File: src/hdl/rsbm_pkg.sv
// Shared types, codes and constants for the RAID stripe block mapper.
// Used by every module of the block; depends on nothing else.
package rsbm_pkg;

   // Widths fixed by the interface.
   localparam int ADDR_BITS   = 32;  // logical and member block numbers
   localparam int UNIT_BITS   = 16;  // stripe unit register
   localparam int NDISK_BITS  = 5;   // num_disks register
   localparam int DISK_BITS   = 4;   // disk numbers on the ports
   localparam int COUNT_BITS  = 7;   // block_count field
   localparam int CMD_BITS    = 2;
   localparam int STATUS_BITS = 2;
   localparam int CSR_IDX_BITS = 2;
   localparam int CSR_DATA_BITS = 16;

   // Volume limits.
   localparam int MAX_DISKS = 16;
   localparam int MAX_RUN   = 64;

   // Reset values of the configuration registers.
   localparam logic [NDISK_BITS-1:0] NUM_DISKS_RESET   = NDISK_BITS'(4);
   localparam logic [UNIT_BITS-1:0]  STRIPE_UNIT_RESET = UNIT_BITS'(4);
   localparam logic                  PARITY_MODE_RESET = 1'b0;

   // Configuration register indexes.
   localparam logic [CSR_IDX_BITS-1:0] CSR_NUM_DISKS   = 2'd0;
   localparam logic [CSR_IDX_BITS-1:0] CSR_STRIPE_UNIT = 2'd1;
   localparam logic [CSR_IDX_BITS-1:0] CSR_PARITY_MODE = 2'd2;

   // Command codes.
   localparam logic [CMD_BITS-1:0] CMD_MAP     = 2'd0;
   localparam logic [CMD_BITS-1:0] CMD_FAIL    = 2'd1;
   localparam logic [CMD_BITS-1:0] CMD_REPLACE = 2'd2;

   // Result status codes.
   localparam logic [STATUS_BITS-1:0] ST_OK       = 2'd0;
   localparam logic [STATUS_BITS-1:0] ST_DEGRADED = 2'd1;
   localparam logic [STATUS_BITS-1:0] ST_UNAVAIL  = 2'd2;

   // Disk failure or replace event toward the health tracker.
   typedef struct packed {
      logic                 valid;
      logic                 fail;
      logic [DISK_BITS-1:0] disk;
   } evt_type;

   // Health summary of the volume.
   typedef struct packed {
      logic [MAX_DISKS-1:0] down;
      logic                 single_down;
   } health_type;

   // Request to the shared divider.
   typedef struct packed {
      logic                 start;
      logic [ADDR_BITS-1:0] dividend;
      logic [UNIT_BITS-1:0] divisor;
   } div_req_type;

   // Answer from the shared divider.
   typedef struct packed {
      logic                 done;
      logic [ADDR_BITS-1:0] quotient;
      logic [UNIT_BITS-1:0] remainder;
   } div_rsp_type;

endpackage

File: src/hdl/raid_stripe_block_mapper_unit.sv
// Top level of the RAID stripe block mapper: ports, configuration, sequencer.
// Depends on rsbm_pkg, rsbm_div and rsbm_health.

// A map command turns a run of up to 64 logical blocks into one result per
// block: member disk, block on that disk, parity disk and a status; an
// unavailable block ends the run early. Each block goes twice through the one
// shared 32-step divider (block by stripe unit, then stripe by data disk
// count), and the 32x16 row product is registered as the second division
// finishes. Failure and replace commands give no result. req_stall is high
// while a run is being mapped; a finished result waits in the output register
// while the next block runs. Configuration is to be written only while the
// block is idle; the block itself does not enforce this.
module raid_stripe_block_mapper_unit (
   input  logic                                 clock,
   input  logic                                 reset,
   // Input channel
   input  logic                                 req_valid,
   output logic                                 req_stall,
   input  logic [rsbm_pkg::CMD_BITS-1:0]        req_command,
   input  logic [rsbm_pkg::ADDR_BITS-1:0]       req_first_block,
   input  logic [rsbm_pkg::COUNT_BITS-1:0]      req_block_count,
   input  logic [rsbm_pkg::DISK_BITS-1:0]       req_disk_number,
   // Result channel
   output logic                                 rsp_valid,
   input  logic                                 rsp_stall,
   output logic [rsbm_pkg::STATUS_BITS-1:0]     rsp_status,
   output logic [rsbm_pkg::DISK_BITS-1:0]       rsp_member_disk,
   output logic [rsbm_pkg::ADDR_BITS-1:0]       rsp_member_block,
   output logic [rsbm_pkg::DISK_BITS-1:0]       rsp_parity_member,
   output logic                                 rsp_last_in_run,
   // Configuration write port
   input  logic                                 csr_write_enable,
   input  logic [rsbm_pkg::CSR_IDX_BITS-1:0]    csr_index,
   input  logic [rsbm_pkg::CSR_DATA_BITS-1:0]   csr_write_data
);
   import rsbm_pkg::*;

   localparam logic [2:0] S_IDLE      = 3'd0;
   localparam logic [2:0] S_DIV1_GO   = 3'd1;
   localparam logic [2:0] S_DIV1_WAIT = 3'd2;
   localparam logic [2:0] S_DIV2_GO   = 3'd3;
   localparam logic [2:0] S_DIV2_WAIT = 3'd4;
   localparam logic [2:0] S_EMIT      = 3'd5;

   localparam int PROD_BITS = ADDR_BITS + UNIT_BITS;

   // Configuration registers
   logic [NDISK_BITS-1:0] num_disks_ff;
   logic [UNIT_BITS-1:0]  stripe_unit_ff;
   logic                  parity_mode_ff;

   // Sequencer and run state
   logic [2:0]            state_ff, state_in;
   logic [ADDR_BITS-1:0]  run_block_ff, run_block_in;
   logic [COUNT_BITS-1:0] remaining_ff, remaining_in;
   logic [UNIT_BITS-1:0]  offs_ff, offs_in;
   logic [DISK_BITS-1:0]  mdisk_ff, mdisk_in;
   logic [ADDR_BITS-1:0]  prod_ff, prod_in;

   // Output register
   logic                   rsp_valid_ff, rsp_valid_in;
   logic [STATUS_BITS-1:0] rsp_status_ff, rsp_status_in;
   logic [DISK_BITS-1:0]   rsp_member_disk_ff, rsp_member_disk_in;
   logic [ADDR_BITS-1:0]   rsp_member_block_ff, rsp_member_block_in;
   logic [DISK_BITS-1:0]   rsp_parity_member_ff, rsp_parity_member_in;
   logic                   rsp_last_ff, rsp_last_in;

   logic                  req_xfer;
   logic                  slot_free;
   logic [NDISK_BITS-1:0] eff_disks;
   logic [NDISK_BITS-1:0] data_disks;
   logic [UNIT_BITS-1:0]  unit;
   logic [DISK_BITS-1:0]  parity_member;
   logic [COUNT_BITS-1:0] run_len;
   logic [PROD_BITS-1:0]  prod_full;
   logic [STATUS_BITS-1:0] blk_status;
   logic                  blk_last;
   logic                  blk_down;

   evt_type     evt;
   health_type  health;
   div_req_type div_req;
   div_rsp_type div_rsp;

   // Configuration writes; an index beyond the list is dropped.
   always_ff @(posedge clock) begin
      if (reset) begin
         num_disks_ff   <= NUM_DISKS_RESET;
         stripe_unit_ff <= STRIPE_UNIT_RESET;
         parity_mode_ff <= PARITY_MODE_RESET;
      end else if (csr_write_enable) begin
         unique case (csr_index)
            CSR_NUM_DISKS:   num_disks_ff   <= csr_write_data[NDISK_BITS-1:0];
            CSR_STRIPE_UNIT: stripe_unit_ff <= csr_write_data[UNIT_BITS-1:0];
            CSR_PARITY_MODE: parity_mode_ff <= csr_write_data[0];
            default: ;
         endcase
      end
   end

   // Volume geometry derived from the registers.
   always_comb begin
      if (num_disks_ff < NDISK_BITS'(2)) begin
         eff_disks = NDISK_BITS'(2);
      end else if (num_disks_ff > NDISK_BITS'(MAX_DISKS)) begin
         eff_disks = NDISK_BITS'(MAX_DISKS);
      end else begin
         eff_disks = num_disks_ff;
      end
   end

   assign data_disks    = parity_mode_ff ? (eff_disks - NDISK_BITS'(1)) : eff_disks;
   assign parity_member = parity_mode_ff ? data_disks[DISK_BITS-1:0] : '0;
   assign unit          = (stripe_unit_ff == '0) ? UNIT_BITS'(1) : stripe_unit_ff;

   // Run length saturated to the longest run.
   assign run_len = (req_block_count > COUNT_BITS'(MAX_RUN)) ?
                    COUNT_BITS'(MAX_RUN) : req_block_count;

   assign req_stall = (state_ff != S_IDLE);
   assign req_xfer  = req_valid && !req_stall;
   assign slot_free = !rsp_valid_ff || !rsp_stall;

   // Failure and replace events go straight to the health tracker.
   assign evt.valid = req_xfer && ((req_command == CMD_FAIL) || (req_command == CMD_REPLACE));
   assign evt.fail  = (req_command == CMD_FAIL);
   assign evt.disk  = req_disk_number;

   rsbm_health u_health (
      .clock     (clock),
      .reset     (reset),
      .evt       (evt),
      .eff_disks (eff_disks),
      .health    (health)
   );

   // Divider operands: block by stripe unit first, then stripe by data disks.
   assign div_req.start    = (state_ff == S_DIV1_GO) || (state_ff == S_DIV2_GO);
   assign div_req.dividend = (state_ff == S_DIV2_GO) ? div_rsp.quotient : run_block_ff;
   assign div_req.divisor  = (state_ff == S_DIV2_GO) ?
                             UNIT_BITS'(data_disks) : unit;

   rsbm_div u_div (
      .clock (clock),
      .reset (reset),
      .req   (div_req),
      .rsp   (div_rsp)
   );

   // Start of the stripe row on the member disk.
   assign prod_full = div_rsp.quotient * unit;

   // Status of the current block from the health summary.
   assign blk_down = health.down[mdisk_ff];
   always_comb begin
      if (!blk_down) begin
         blk_status = ST_OK;
      end else if (parity_mode_ff && health.single_down) begin
         blk_status = ST_DEGRADED;
      end else begin
         blk_status = ST_UNAVAIL;
      end
   end
   assign blk_last = (remaining_ff == COUNT_BITS'(1)) || (blk_status == ST_UNAVAIL);

   // Sequencer
   always_comb begin
      state_in             = state_ff;
      run_block_in         = run_block_ff;
      remaining_in         = remaining_ff;
      offs_in              = offs_ff;
      mdisk_in             = mdisk_ff;
      prod_in              = prod_ff;
      rsp_valid_in         = rsp_valid_ff && rsp_stall;
      rsp_status_in        = rsp_status_ff;
      rsp_member_disk_in   = rsp_member_disk_ff;
      rsp_member_block_in  = rsp_member_block_ff;
      rsp_parity_member_in = rsp_parity_member_ff;
      rsp_last_in          = rsp_last_ff;
      unique case (state_ff)
         S_IDLE: begin
            if (req_xfer && (req_command == CMD_MAP) && (run_len != '0)) begin
               run_block_in = req_first_block;
               remaining_in = run_len;
               state_in     = S_DIV1_GO;
            end
         end
         S_DIV1_GO: begin
            state_in = S_DIV1_WAIT;
         end
         S_DIV1_WAIT: begin
            if (div_rsp.done) begin
               offs_in  = div_rsp.remainder;
               state_in = S_DIV2_GO;
            end
         end
         S_DIV2_GO: begin
            state_in = S_DIV2_WAIT;
         end
         S_DIV2_WAIT: begin
            if (div_rsp.done) begin
               mdisk_in = div_rsp.remainder[DISK_BITS-1:0];
               prod_in  = prod_full[ADDR_BITS-1:0];
               state_in = S_EMIT;
            end
         end
         S_EMIT: begin
            if (slot_free) begin
               rsp_valid_in         = 1'b1;
               rsp_status_in        = blk_status;
               rsp_member_disk_in   = mdisk_ff;
               rsp_member_block_in  = prod_ff + ADDR_BITS'(offs_ff);
               rsp_parity_member_in = parity_member;
               rsp_last_in          = blk_last;
               run_block_in         = run_block_ff + ADDR_BITS'(1);
               remaining_in         = remaining_ff - COUNT_BITS'(1);
               if (blk_last) begin
                  remaining_in = '0;
                  state_in     = S_IDLE;
               end else begin
                  state_in = S_DIV1_GO;
               end
            end
         end
         default: begin
            state_in = S_IDLE;
         end
      endcase
   end

   always_ff @(posedge clock) begin
      if (reset) begin
         state_ff     <= S_IDLE;
         remaining_ff <= '0;
         run_block_ff <= '0;
         rsp_valid_ff <= 1'b0;
      end else begin
         state_ff     <= state_in;
         remaining_ff <= remaining_in;
         run_block_ff <= run_block_in;
         rsp_valid_ff <= rsp_valid_in;
      end
      offs_ff              <= offs_in;
      mdisk_ff             <= mdisk_in;
      prod_ff              <= prod_in;
      rsp_status_ff        <= rsp_status_in;
      rsp_member_disk_ff   <= rsp_member_disk_in;
      rsp_member_block_ff  <= rsp_member_block_in;
      rsp_parity_member_ff <= rsp_parity_member_in;
      rsp_last_ff          <= rsp_last_in;
   end

   assign rsp_valid         = rsp_valid_ff;
   assign rsp_status        = rsp_status_ff;
   assign rsp_member_disk   = rsp_member_disk_ff;
   assign rsp_member_block  = rsp_member_block_ff;
   assign rsp_parity_member = rsp_parity_member_ff;
   assign rsp_last_in_run   = rsp_last_ff;

endmodule

File: src/hdl/rsbm_div.sv
// Shared radix-2 restoring divider, one quotient bit per cycle.
// Depends on rsbm_pkg for widths and the request and answer structs.
module rsbm_div (
   input  logic                 clock,
   input  logic                 reset,
   input  rsbm_pkg::div_req_type req,
   output rsbm_pkg::div_rsp_type rsp
);
   import rsbm_pkg::*;

   localparam int CNT_BITS = $clog2(ADDR_BITS);
   localparam logic [CNT_BITS-1:0] LAST_STEP = CNT_BITS'(ADDR_BITS - 1);

   logic                 busy_ff, busy_in;
   logic                 done_ff, done_in;
   logic [CNT_BITS-1:0]  cnt_ff, cnt_in;
   logic [ADDR_BITS-1:0] quo_ff, quo_in;
   logic [UNIT_BITS-1:0] rem_ff, rem_in;
   logic [UNIT_BITS-1:0] dvs_ff, dvs_in;
   logic [UNIT_BITS:0]   shifted;
   logic [UNIT_BITS+1:0] trial;

   // One trial subtraction of the divisor from the shifted partial remainder.
   assign shifted = {rem_ff, quo_ff[ADDR_BITS-1]};
   assign trial   = {1'b0, shifted} - {2'b00, dvs_ff};

   always_comb begin
      busy_in = busy_ff;
      done_in = 1'b0;
      cnt_in  = cnt_ff;
      quo_in  = quo_ff;
      rem_in  = rem_ff;
      dvs_in  = dvs_ff;
      if (req.start) begin
         busy_in = 1'b1;
         cnt_in  = '0;
         quo_in  = req.dividend;
         rem_in  = '0;
         dvs_in  = req.divisor;
      end else if (busy_ff) begin
         // A borrow means the divisor did not fit: keep the shifted remainder.
         if (trial[UNIT_BITS+1]) begin
            rem_in = shifted[UNIT_BITS-1:0];
         end else begin
            rem_in = trial[UNIT_BITS-1:0];
         end
         quo_in = {quo_ff[ADDR_BITS-2:0], ~trial[UNIT_BITS+1]};
         cnt_in = cnt_ff + CNT_BITS'(1);
         if (cnt_ff == LAST_STEP) begin
            busy_in = 1'b0;
            done_in = 1'b1;
         end
      end
   end

   always_ff @(posedge clock) begin
      if (reset) begin
         busy_ff <= 1'b0;
         done_ff <= 1'b0;
         cnt_ff  <= '0;
      end else begin
         busy_ff <= busy_in;
         done_ff <= done_in;
         cnt_ff  <= cnt_in;
      end
      quo_ff <= quo_in;
      rem_ff <= rem_in;
      dvs_ff <= dvs_in;
   end

   assign rsp.done      = done_ff;
   assign rsp.quotient  = quo_ff;
   assign rsp.remainder = rem_ff;

endmodule

File: src/hdl/rsbm_health.sv
// Member disk health tracker: down marks and the recorded first failure.
// Depends on rsbm_pkg for the event and health structs.
module rsbm_health (
   input  logic                                clock,
   input  logic                                reset,
   input  rsbm_pkg::evt_type                   evt,
   input  logic [rsbm_pkg::NDISK_BITS-1:0]     eff_disks,
   output rsbm_pkg::health_type                health
);
   import rsbm_pkg::*;

   logic [MAX_DISKS-1:0] down_ff, down_in;
   logic                 rec_ff, rec_in;
   logic [DISK_BITS-1:0] rec_disk_ff, rec_disk_in;
   logic [MAX_DISKS-1:0] vol_mask;
   logic [MAX_DISKS-1:0] down_vol;
   logic                 in_volume;

   // Events naming a disk outside the volume change nothing.
   assign in_volume = ({1'b0, evt.disk} < eff_disks);

   always_comb begin
      down_in     = down_ff;
      rec_in      = rec_ff;
      rec_disk_in = rec_disk_ff;
      if (evt.valid && in_volume) begin
         if (evt.fail) begin
            down_in[evt.disk] = 1'b1;
            if (!rec_ff) begin
               rec_in      = 1'b1;
               rec_disk_in = evt.disk;
            end
         end else begin
            down_in[evt.disk] = 1'b0;
            if (rec_ff && (rec_disk_ff == evt.disk)) begin
               rec_in      = 1'b0;
               rec_disk_in = '0;
            end
         end
      end
   end

   always_ff @(posedge clock) begin
      if (reset) begin
         down_ff     <= '0;
         rec_ff      <= 1'b0;
         rec_disk_ff <= '0;
      end else begin
         down_ff     <= down_in;
         rec_ff      <= rec_in;
         rec_disk_ff <= rec_disk_in;
      end
   end

   // Only disks inside the current volume count as down.
   always_comb begin
      for (int i = 0; i < MAX_DISKS; i++) begin
         vol_mask[i] = (NDISK_BITS'(i) < eff_disks);
      end
   end

   assign down_vol = down_ff & vol_mask;

   assign health.down        = down_vol;
   assign health.single_down = (down_vol != '0) &&
                               ((down_vol & (down_vol - MAX_DISKS'(1))) == '0);

endmodule

File: config.mk
export PLATFORM = sky130hd
export DESIGN_NAME = raid_stripe_block_mapper_unit
export DESIGN_NICKNAME = d
export VERILOG_FILES = /design/src/hdl/rsbm_pkg.sv /design/src/hdl/raid_stripe_block_mapper_unit.sv /design/src/hdl/rsbm_div.sv /design/src/hdl/rsbm_health.sv
export SDC_FILE = /design/constraint.sdc
export NUM_CORES = 1
export LEC_CHECK = 0
export BUFFER_PORTS_ARGS = -buffer_cell sky130_fd_sc_hd__buf_2
export CAP_MARGIN = 20
export CORE_MARGIN = 5
export CORE_UTILIZATION = 42
export CTS_CLUSTER_DIAMETER = 30
export CTS_CLUSTER_SIZE = 24
export DETAILED_ROUTE_END_ITERATION = 6
export GPL_ROUTABILITY_DRIVEN = 0
export GPL_TIMING_DRIVEN = 0
export HOLD_SLACK_MARGIN = 0.03
export PLACE_DENSITY = 0.6
export SYNTH_ARGS = -nofsm -noshare
export SYNTH_HDL_FRONTEND = slang
export SYNTH_SLANG_ARGS = --single-unit
File: constraint.sdc
create_clock -name clock -period 20 [get_ports clock]
set_clock_uncertainty 0.15 [all_clocks]
set_input_delay 2 -clock clock [delete_from_list [all_inputs] [get_ports clock]]
set_output_delay 2 -clock clock [all_outputs]
set_load 0.03 [all_outputs]
Word-level counts from Yosys, hierarchy flattened --
Cells that the tools add are included.
Word-level totals: bits in registers 247, input port bits 68, word-level logic and storage cells 151, output and inout port bits 45
Operators by class: bitwise logic cells 7, multiplexer cells 36, $mul 1, order comparisons 23, equality and inequality tests 17, $add $sub $neg 7, reduce and logical (&&, ||, !) cells 37
Operators by type and width (count):
- $mux 32 | 5
- $pmux 32 s2 | 1
- $and 16x16->16 | 3
- $mux 16 | 3
- $lt 4x5->1 const A | 8
- $add 32x1->32 const B | 1
- $add 32x16->32 | 1
- $logic_not 16->1 | 2
- $mul 32x16->32 | 1
- $mux 7 | 4
- $lt 3x5->1 const A | 4
- $mux 5 | 4
- $pmux 3 s6 | 1
- $sub 17x16->18 | 1
- $not 16->16 | 1
- $or 16x16->16 | 1
- $reduce_bool 16->1 | 1
- $sub 16x1->16 const B | 1
- $pmux 7 s2 | 1
- $reduce_and 2->1 | 7
- $mux 3 | 4
- $lt 1x5->1 const A | 2
- $lt 2x5->1 const A | 2
- $lt 4x5->1 const B | 2
- 34 further kinds | 67

Depth between registers and ports, before layout --
Gate-level depths: netlist of the first run.
depth after elaboration 17, mapped depth 25, mapped depth without buffers 23

By module --
A second synthesis of the first run with hierarchy kept.
Second synthesis, totals: cells, all modules 2678, area, all modules 24820.1 um^2
Modules (own cells, without submodules):
- raid_stripe_block_mapper_unit | seq. area each 4154.0 um^2, instances 1, area an instance 19615.1 um^2, cells an instance 2152
- rsbm_div | seq. area each 1901.8 um^2, instances 1, area an instance 3851.2 um^2, cells an instance 346
- rsbm_health | seq. area each 320.3 um^2, instances 1, area an instance 1353.8 um^2, cells an instance 180

Least setup slack after synthesis of the first run --
OpenSTA, ideal clock, no wires.
path type register to register, start register stripe_unit_ff[7], end register prod_ff[31] (data pin), cell stages (with the launch flop) 25, clock period less this slack 6.450 ns, path buffers 2, slack 13.550 ns, required time 19.591 ns, setup time 0.259 ns, arrival time 6.041 ns, path through dfxtp_1 > clkbuf_1 > clkbuf_1 > nand2_1 > fa_1 > inv_1 > fa_1 > inv_1 > fa_1 > inv_1 > fa_1 > fa_1 > inv_1 > fa_1 > inv_1 > ha_1 > a211oi_1 > o21ai_0 > a32oi_1 > o311ai_0 > a31o_2 > o31ai_1 > nand2b_1 > a21oi_1 > xnor2_1
On the way: cells in the longest elaborated chain, start to end 3
RTL lines:
- start, declared | line raid_stripe_block_mapper_unit.sv:49 | logic [UNIT_BITS-1:0] stripe_unit_ff;
- start signal, assigned | line raid_stripe_block_mapper_unit.sv:94 | CSR_STRIPE_UNIT: stripe_unit_ff <= csr_write_data[UNIT_BITS-1:0];
- $logic_not 16->1 | line raid_stripe_block_mapper_unit.sv:114 | assign unit = (stripe_unit_ff == '0) ? UNIT_BITS'(1) : stripe_unit_ff;
- $mux 16 (*) | line raid_stripe_block_mapper_unit.sv:114
- $mul 32x16->32 (*) | line raid_stripe_block_mapper_unit.sv:151 | assign prod_full = div_rsp.quotient * unit;
- net prod_full[31] | line raid_stripe_block_mapper_unit.sv:75 | logic [PROD_BITS-1:0] prod_full;
- end signal, assigned | line raid_stripe_block_mapper_unit.sv:245 | prod_ff <= prod_in;
- end, declared | line raid_stripe_block_mapper_unit.sv:58 | logic [ADDR_BITS-1:0] prod_ff, prod_in;
Mark *: on every way through the listed nets, which the timed path passes. The rest lies on a longest branch. A chain may end at the register's enable or synchronous reset.

Final worst setup path of the first run --
start register stripe_unit_ff[7], end register prod_ff[29] (data pin)
The elaborated chain is that of the path after synthesis.

==> results.cfg, run 1 <==
[status]
outcome = finished clean

[global_routing]
grt_pass1_wl_mm = 110
grt-ovfl-total = 0
antenna_found_initial = 0
gr-usage-all-layers_pct = 22.0
grt_max_degree = 37
grt_pass1_vias = 20056

[clock_tree]
clock_path_buffers = 3
clock-sinks = 247
clk_pin_slew_ns = 0.05
cts_resized = 0
cts_buffers = 54
cts.hold.buffers_added = 0
h-tree-depth = 2
clk_latency_ns = 0.60
cts_tree = yes
cts_root_buf = clkbuf_16
cts_setup_buffers = 0

[synthesis]
yosys_warnings = 0
synth_ff_type = edfxtp_1
seq_area_frac_synth_pct = 26.5
syn_area_um2 = 24000
synth_edf_count = 143
async_flop_share_pct = 0
syn_area_per_cell_um2 = 8.97
yosys.area.top_type = fa_1
postSynthCellCount = 2677
synth_top_area_share_pct = 25.5
synth_area_leaders = fa_1 26%, edfxtp_1 18%, dfxtp_1 8.7%
synth_seq_cells = 247
synth.distinct_cells = 77
syn_nets = 3160

[drt]
drc_errors = 0
vias_per_cell = 5.35
via_count = 19549
wl_per_cell_um = 18.9
dr.pass1.iters = 5
drtIter0Drc = 1650
ant_nets = 0
drt_wl_total_mm = 69.2

[power]
total_power_mw = 2.21
leakage_nw = 11.9
ir_worst_vdd_uv = 74.1
p_per_area_nw_per_um2 = 79.9

[timing]
min_period_ns = 8.08
whs_ns = 0.306
slew_headroom_pct = 31.3
finalHoldViolations = 0
fin_ws_ns = 11.92
finalSetupViolations = 0
layout_worst_path_cycle_share_pct = 40.4
max_freq_mhz = 124
slew_viol_final = 0
tightest_slew_ns = 1.03
rsz0062_at_grt = false
setup_tns_ns = 0

[die]
die_y_um = 249
core_area_um2 = 56500
std_cell_rows = 87
die_area_um2 = 62100
fp.dieW_um = 249
start_util_pct = 42.5
io_pins = 113

[critical_path]
crit_path_end_kind = flip-flop
cp.arrival_ns = 8.22
cp.required_ns = 20.15
reg2reg_depth = 22
critPathKind = flip-flop to flip-flop
path_max_fanout = 10
startpoint_type = flip-flop

[placement]
post-place-ws_ns = 12.00
place_area_um2 = 25700
dp_hpwl_mm = 54.0
port_buffers = 112
dp.cells = 3551

[final_layout]
final_common_cell = nand2_1
final_cell_mix = 468 x nand2_1, 409 x inv_1, 306 x fa_1, 183 x and2_1, 143 x edfxtp_1
stdcell_area_um2 = 27600
area_growth_pct = 15.1
fin_nets = 3336
antenna_cells = 0
final_layout_size_suffix_gt1_share_pct = 8.35
instances_no_fill = 3655
final_core_util_pct = 48.9

[flow_run]
drv_cap = 0

[hold_path]
hold_path_class = flip-flop to flip-flop
hold_depth = 2
==> area by class of cell <==
class | count | area [um2]
plain buffers | 134 | 524
clock buffers | 78 | 1620
clock inverters | 24 | 367
fillers | 5389 | 28900
inverters | 410 | 1540
multi-input cells | 1886 | 15600
flip-flops and latches | 247 | 6380
well taps | 756 | 946
repair buffers | 120 | 669
==> logic make-up (layout without fill, tap and decap cells) <==
group	Yosys count	after routing	share of synthesized area, %
XOR/XNOR	96	96	3.50
AO/OA/AOI/OAI	382	382	9.97
AND/OR/NAND/NOR	961	961	18.7
buffers and inverters	544	766	8.59
multiplexers	30	30	1.43
adder cells (fa/ha/maj)	417	417	31.3
flip-flops	247	247	26.5
==> routing by layer <==
metal  vias to the layer above  GRT usage, %  wire [um]
li1                       8972             -          -
met1                      9597          29.8      29800
met2                       828          36.2      32100
met3                       152          3.79       4950
met4                         0          7.45       2390
met5                         -             0          0
==> sequential cells by signal (all words and copies together) (netlist names), named ones only <==
name               cells
u_div.busy_ff          1
run_block_ff          32
mdisk_ff               4
parity_mode_ff         1
rsp_member_block      32
u_div.dvs_ff          16
u_div.done_ff          1
u_div.cnt_ff           5
prod_ff               32
rsp_valid              1
offs_ff               16
rsp_last_in_run        1
rsp_status             2
u_div.quo_ff          32
num_disks_ff           5
rsp_parity_member      4
u_div.rem_ff          16
remaining_ff           7
rsp_member_disk        4
state_ff               3
stripe_unit_ff        16
==> cell usage after synthesis, types with 9 or more instances <==
master / count
nand4_1: 12
clkbuf_1: 122
fa_1: 306
nand2b_1: 17
inv_1: 409
mux2i_1: 22
xor2_1: 31
dfxtp_1: 104
a21oi_1: 126
ha_1: 109
nor2_1: 121
a21o_1: 15
o21a_1: 22
a31oi_1: 15
or3_1: 9
nand2_1: 468
o22ai_1: 13
and2_1: 183
a211oi_1: 26
nor3_1: 28
xnor2_1: 65
o21ai_0: 89
and3_1: 21
nor2b_1: 14
edfxtp_1: 143
nand3_1: 52
==> power by group <==
part           switching, mW  internal, mW
Combinational          0.389         0.263
Sequential            0.0353         0.584
Clock                  0.289         0.650
Total                  0.714          1.50
==> final timing paths <==
| check | start | endpoint | slack, ns |
|---|---|---|---|
| hold reg to reg | flip-flop | flip-flop | 0.31 |
| setup reg to reg | stripe_unit_ff[7]$_SDFFE_PP0P_ | prod_ff[29]$_DFFE_PP_ | 11.92 |
| setup / recovery | stripe_unit_ff[7]$_SDFFE_PP0P_ | prod_ff[29]$_DFFE_PP_ | 11.92 |
| hold / removal | flip-flop | flip-flop | 0.31 |
==> worst max-delay path: stages (launching register included) <==
cell	delay, ns
dfxtp_1	0.30
clkbuf_1	0.67
clkbuf_1	0.54
nand2_1	0.17
fa_1	0.56
inv_1	0.05
fa_1	0.51
inv_1	0.05
fa_1	0.48
inv_1	0.06
fa_1	0.51
fa_1	0.54
inv_1	0.05
fa_1	0.52
inv_1	0.04
ha_1	0.35
a211oi_1	0.32
o21ai_0	0.23
a32oi_1	0.27
o311ai_0	0.27
a31o_2	0.33
o31ai_1	0.29
a21boi_0	0.50
No activity file was read; power rests on OpenSTA's default activity.
==> run 2, diff against run 1 <==
PLACE_DENSITY = 0.62   (was 0.6)
clock period = 7.1 ns   (was 20 ns; I/O delays follow)
==> run 2 against run 1 <==
Against the previous run: total power increased to 2.9 times the previous value; utilization grew 0.91 points; sequential power grew to 2.8 times the previous value; die area unchanged; combinational power grew to 2.9 times the previous value; sequential cell count unchanged; non-clock buffer count is 20 higher; cell count is 0.85% higher; final area increased by 1.9%.
==> results.cfg, run 2 (synthesized netlist as in run 1, its figures left out) <==
[final_layout]
area_growth_pct = 17.2
fillCellCount = 5295
multiInputGateArea_um2 = 15700
final_layout_size_suffix_gt1_share_pct = 11.9
final_core_util_pct = 49.8
instances_no_fill = 3686
fin_nets = 3361
final_cell_mix = 468 x nand2_1, 409 x inv_1, 306 x fa_1, 183 x and2_1, 143 x edfxtp_1
seqCellArea_um2 = 6400
final_common_cell = nand2_1

[power]
leakage_nw = 12.2
power_frac_comb_pct = 29.3
ir_worst_vdd_uv = 256
p_clk_share_pct = 43.3
swShare_pct = 32.6
total_power_mw = 6.34
p_per_area_nw_per_um2 = 225
p_sw_mw = 2.07
power.internal_mw = 4.27
seqPwrFrac_pct = 27.4

[clock_tree]
cts_tree = yes
h-tree-depth = 2
clk_latency_ns = 0.62
cts_root_buf = clkbuf_16
clock-sinks = 247
clock_path_buffers = 3
cts_buffers = 59
cts.hold.buffers_added = 0
clk_pin_slew_ns = 0.04

[hold_path]
hp-start = csr_write_data[2]
worstHoldEndpoint = num_disks_ff[2]$_SDFFE_PP1P_
hold_depth = 2
hold_path_class = input pin to flip-flop

[timing]
slew_headroom_pct = 27.5
whs_ns = 0.207
max_freq_mhz = 145
tightest_slew_ns = 1.09
layout_worst_path_cycle_share_pct = 97.1
finalHoldViolations = 0
finalSetupViolations = 0
min_period_ns = 6.89
slew_viol_final = 0

[die]
start_util_pct = 42.5
std_cell_rows = 87
die_y_um = 249
die_area_um2 = 62100
io_pins = 113
fp.dieW_um = 249
core_area_um2 = 56500

[flow_run]
drv_cap = 0

[global_routing]
grt.met2_usage_pct = 35.3
grt-busiest-layer = met2
gr-usage-all-layers_pct = 21.8
grt-ovfl-total = 0
use_met1_pct = 29.3
grt_max_degree = 37
use_met3_pct = 4.07
antenna_found_initial = 0
grt_pass1_vias = 20279
grt_pass1_wl_mm = 109

[drt]
ant_nets = 0
wl_per_cell_um = 18.7
drtIter0Drc = 1519
drt_wl_total_mm = 68.8
vias_per_cell = 5.32
drc_errors = 0
via_count = 19606
dr.pass1.iters = 6

[placement]
port_buffers = 112
dp_hpwl_mm = 53.6
dp.cells = 3550

[critical_path]
reg2reg_depth = 21
path_max_fanout = 10
critPathKind = flip-flop to flip-flop
cp.required_ns = 7.25
worstReg2RegEnd = prod_ff[30]$_DFFE_PP_
rrSetupSlack_ns = 0.21
startpoint_type = flip-flop
crit_start = u_div.quo_ff[10]$_DFFE_PP_
crit_path_end_kind = flip-flop
r2r_start = u_div.quo_ff[10]$_DFFE_PP_
cp.arrival_ns = 7.04

[status]
outcome = finished clean
run 2: changes by cell type in the layout (fill, tap and decap cells not counted), sizes merged:
cell / previous run / this run
clkbuf: 202 / 179
clkinv: 12 / 22
bufinv: 7 / 8
clkinvlp: 4 / 10
diode: 0 / 1
buf: 130 / 166
run 2: layer usage:
layer,vias up,wire [um]
met3,163,5590
met4,0,2270
met1,9569,29000
met2,866,31900
li1,9008,-
met5,-,0
run 2: layout make-up:
cell class / count / area share, %
Antenna cell: 1 / 0.00889
Clock inverter: 41 / 1.74
Buffer: 128 / 2.35
Multi-Input combinational cell: 1886 / 55.6
Sequential cell: 247 / 22.7
Tap cell: 756 / 3.36
Timing Repair Buffer: 146 / 3.13
Clock buffer: 71 / 5.62
Inverter: 410 / 5.46
run 2: worst max-delay path by stage:
stage                                  endpoint  slack, ns  depth (start not counted)
after floorplan           prod_ff[31]$_DFFE_PP_       0.65                         24
after global placement    prod_ff[30]$_DFFE_PP_      -0.74                         23
after detailed placement  prod_ff[30]$_DFFE_PP_      -0.75                         23
after CTS                 prod_ff[30]$_DFFE_PP_      0.005                         22
after global routing      prod_ff[30]$_DFFE_PP_      -0.01                         25
final                     prod_ff[30]$_DFFE_PP_       0.21                         21
run 2: critical path, cell delays in order (launching register included):
cell and delay, ns:
edfxtp_1 0.49, clkbuf_2 0.36, nand2_1 0.13, fa_1 0.54
inv_1 0.05, fa_1 0.47, fa_1 0.56, fa_1 0.43
fa_1 0.49, inv_1 0.06, fa_1 0.53, inv_1 0.04
ha_1 0.35, a21oi_1 0.17, nor2b_1 0.08, or4_1 0.46
o21ai_0 0.08, a21oi_1 0.10, a211o_1 0.34, a211oi_4 0.37
a21oi_1 0.16, xor2_2 0.20
run 2: what timing repair did:
action / 4_1_cts / 5_1_grt
buffers inserted: 3 / 25
gates resized for setup: 71 / 75
cloned: 0 / 0
pin swaps: 2 / 4
endpoints found under the setup margin: 6 / 4
run 2: power groups by stage:
stage | registers [mW] | clock network, mW | logic [mW]
2_1_floorplan | 1.72 | 0 | 1.35
3_3_place_gp | 1.76 | 0 | 1.75
3_5_place_dp | 1.76 | 0 | 1.80
4_1_cts | 1.74 | 2.78 | 1.82
5_1_grt | 1.75 | 2.86 | 2.10
6_report | 1.74 | 2.74 | 1.86
run 2: metrics by stage:
| stage | worst slack [ns] | TNS [ns] | instance area, um2 |
|---|---|---|---|
| 3_3_place_gp | -0.742 | -2.82 | 25500 |
| 6_report | 0.206 | 0 | 28200 |
| 4_1_cts | 0.00461 | 0 | 27900 |
| 5_1_grt | -0.0120 | -0.0120 | 28200 |
| 3_5_place_dp | -0.750 | -2.98 | 25600 |
| 2_1_floorplan | 0.650 | 0 | 24000 |
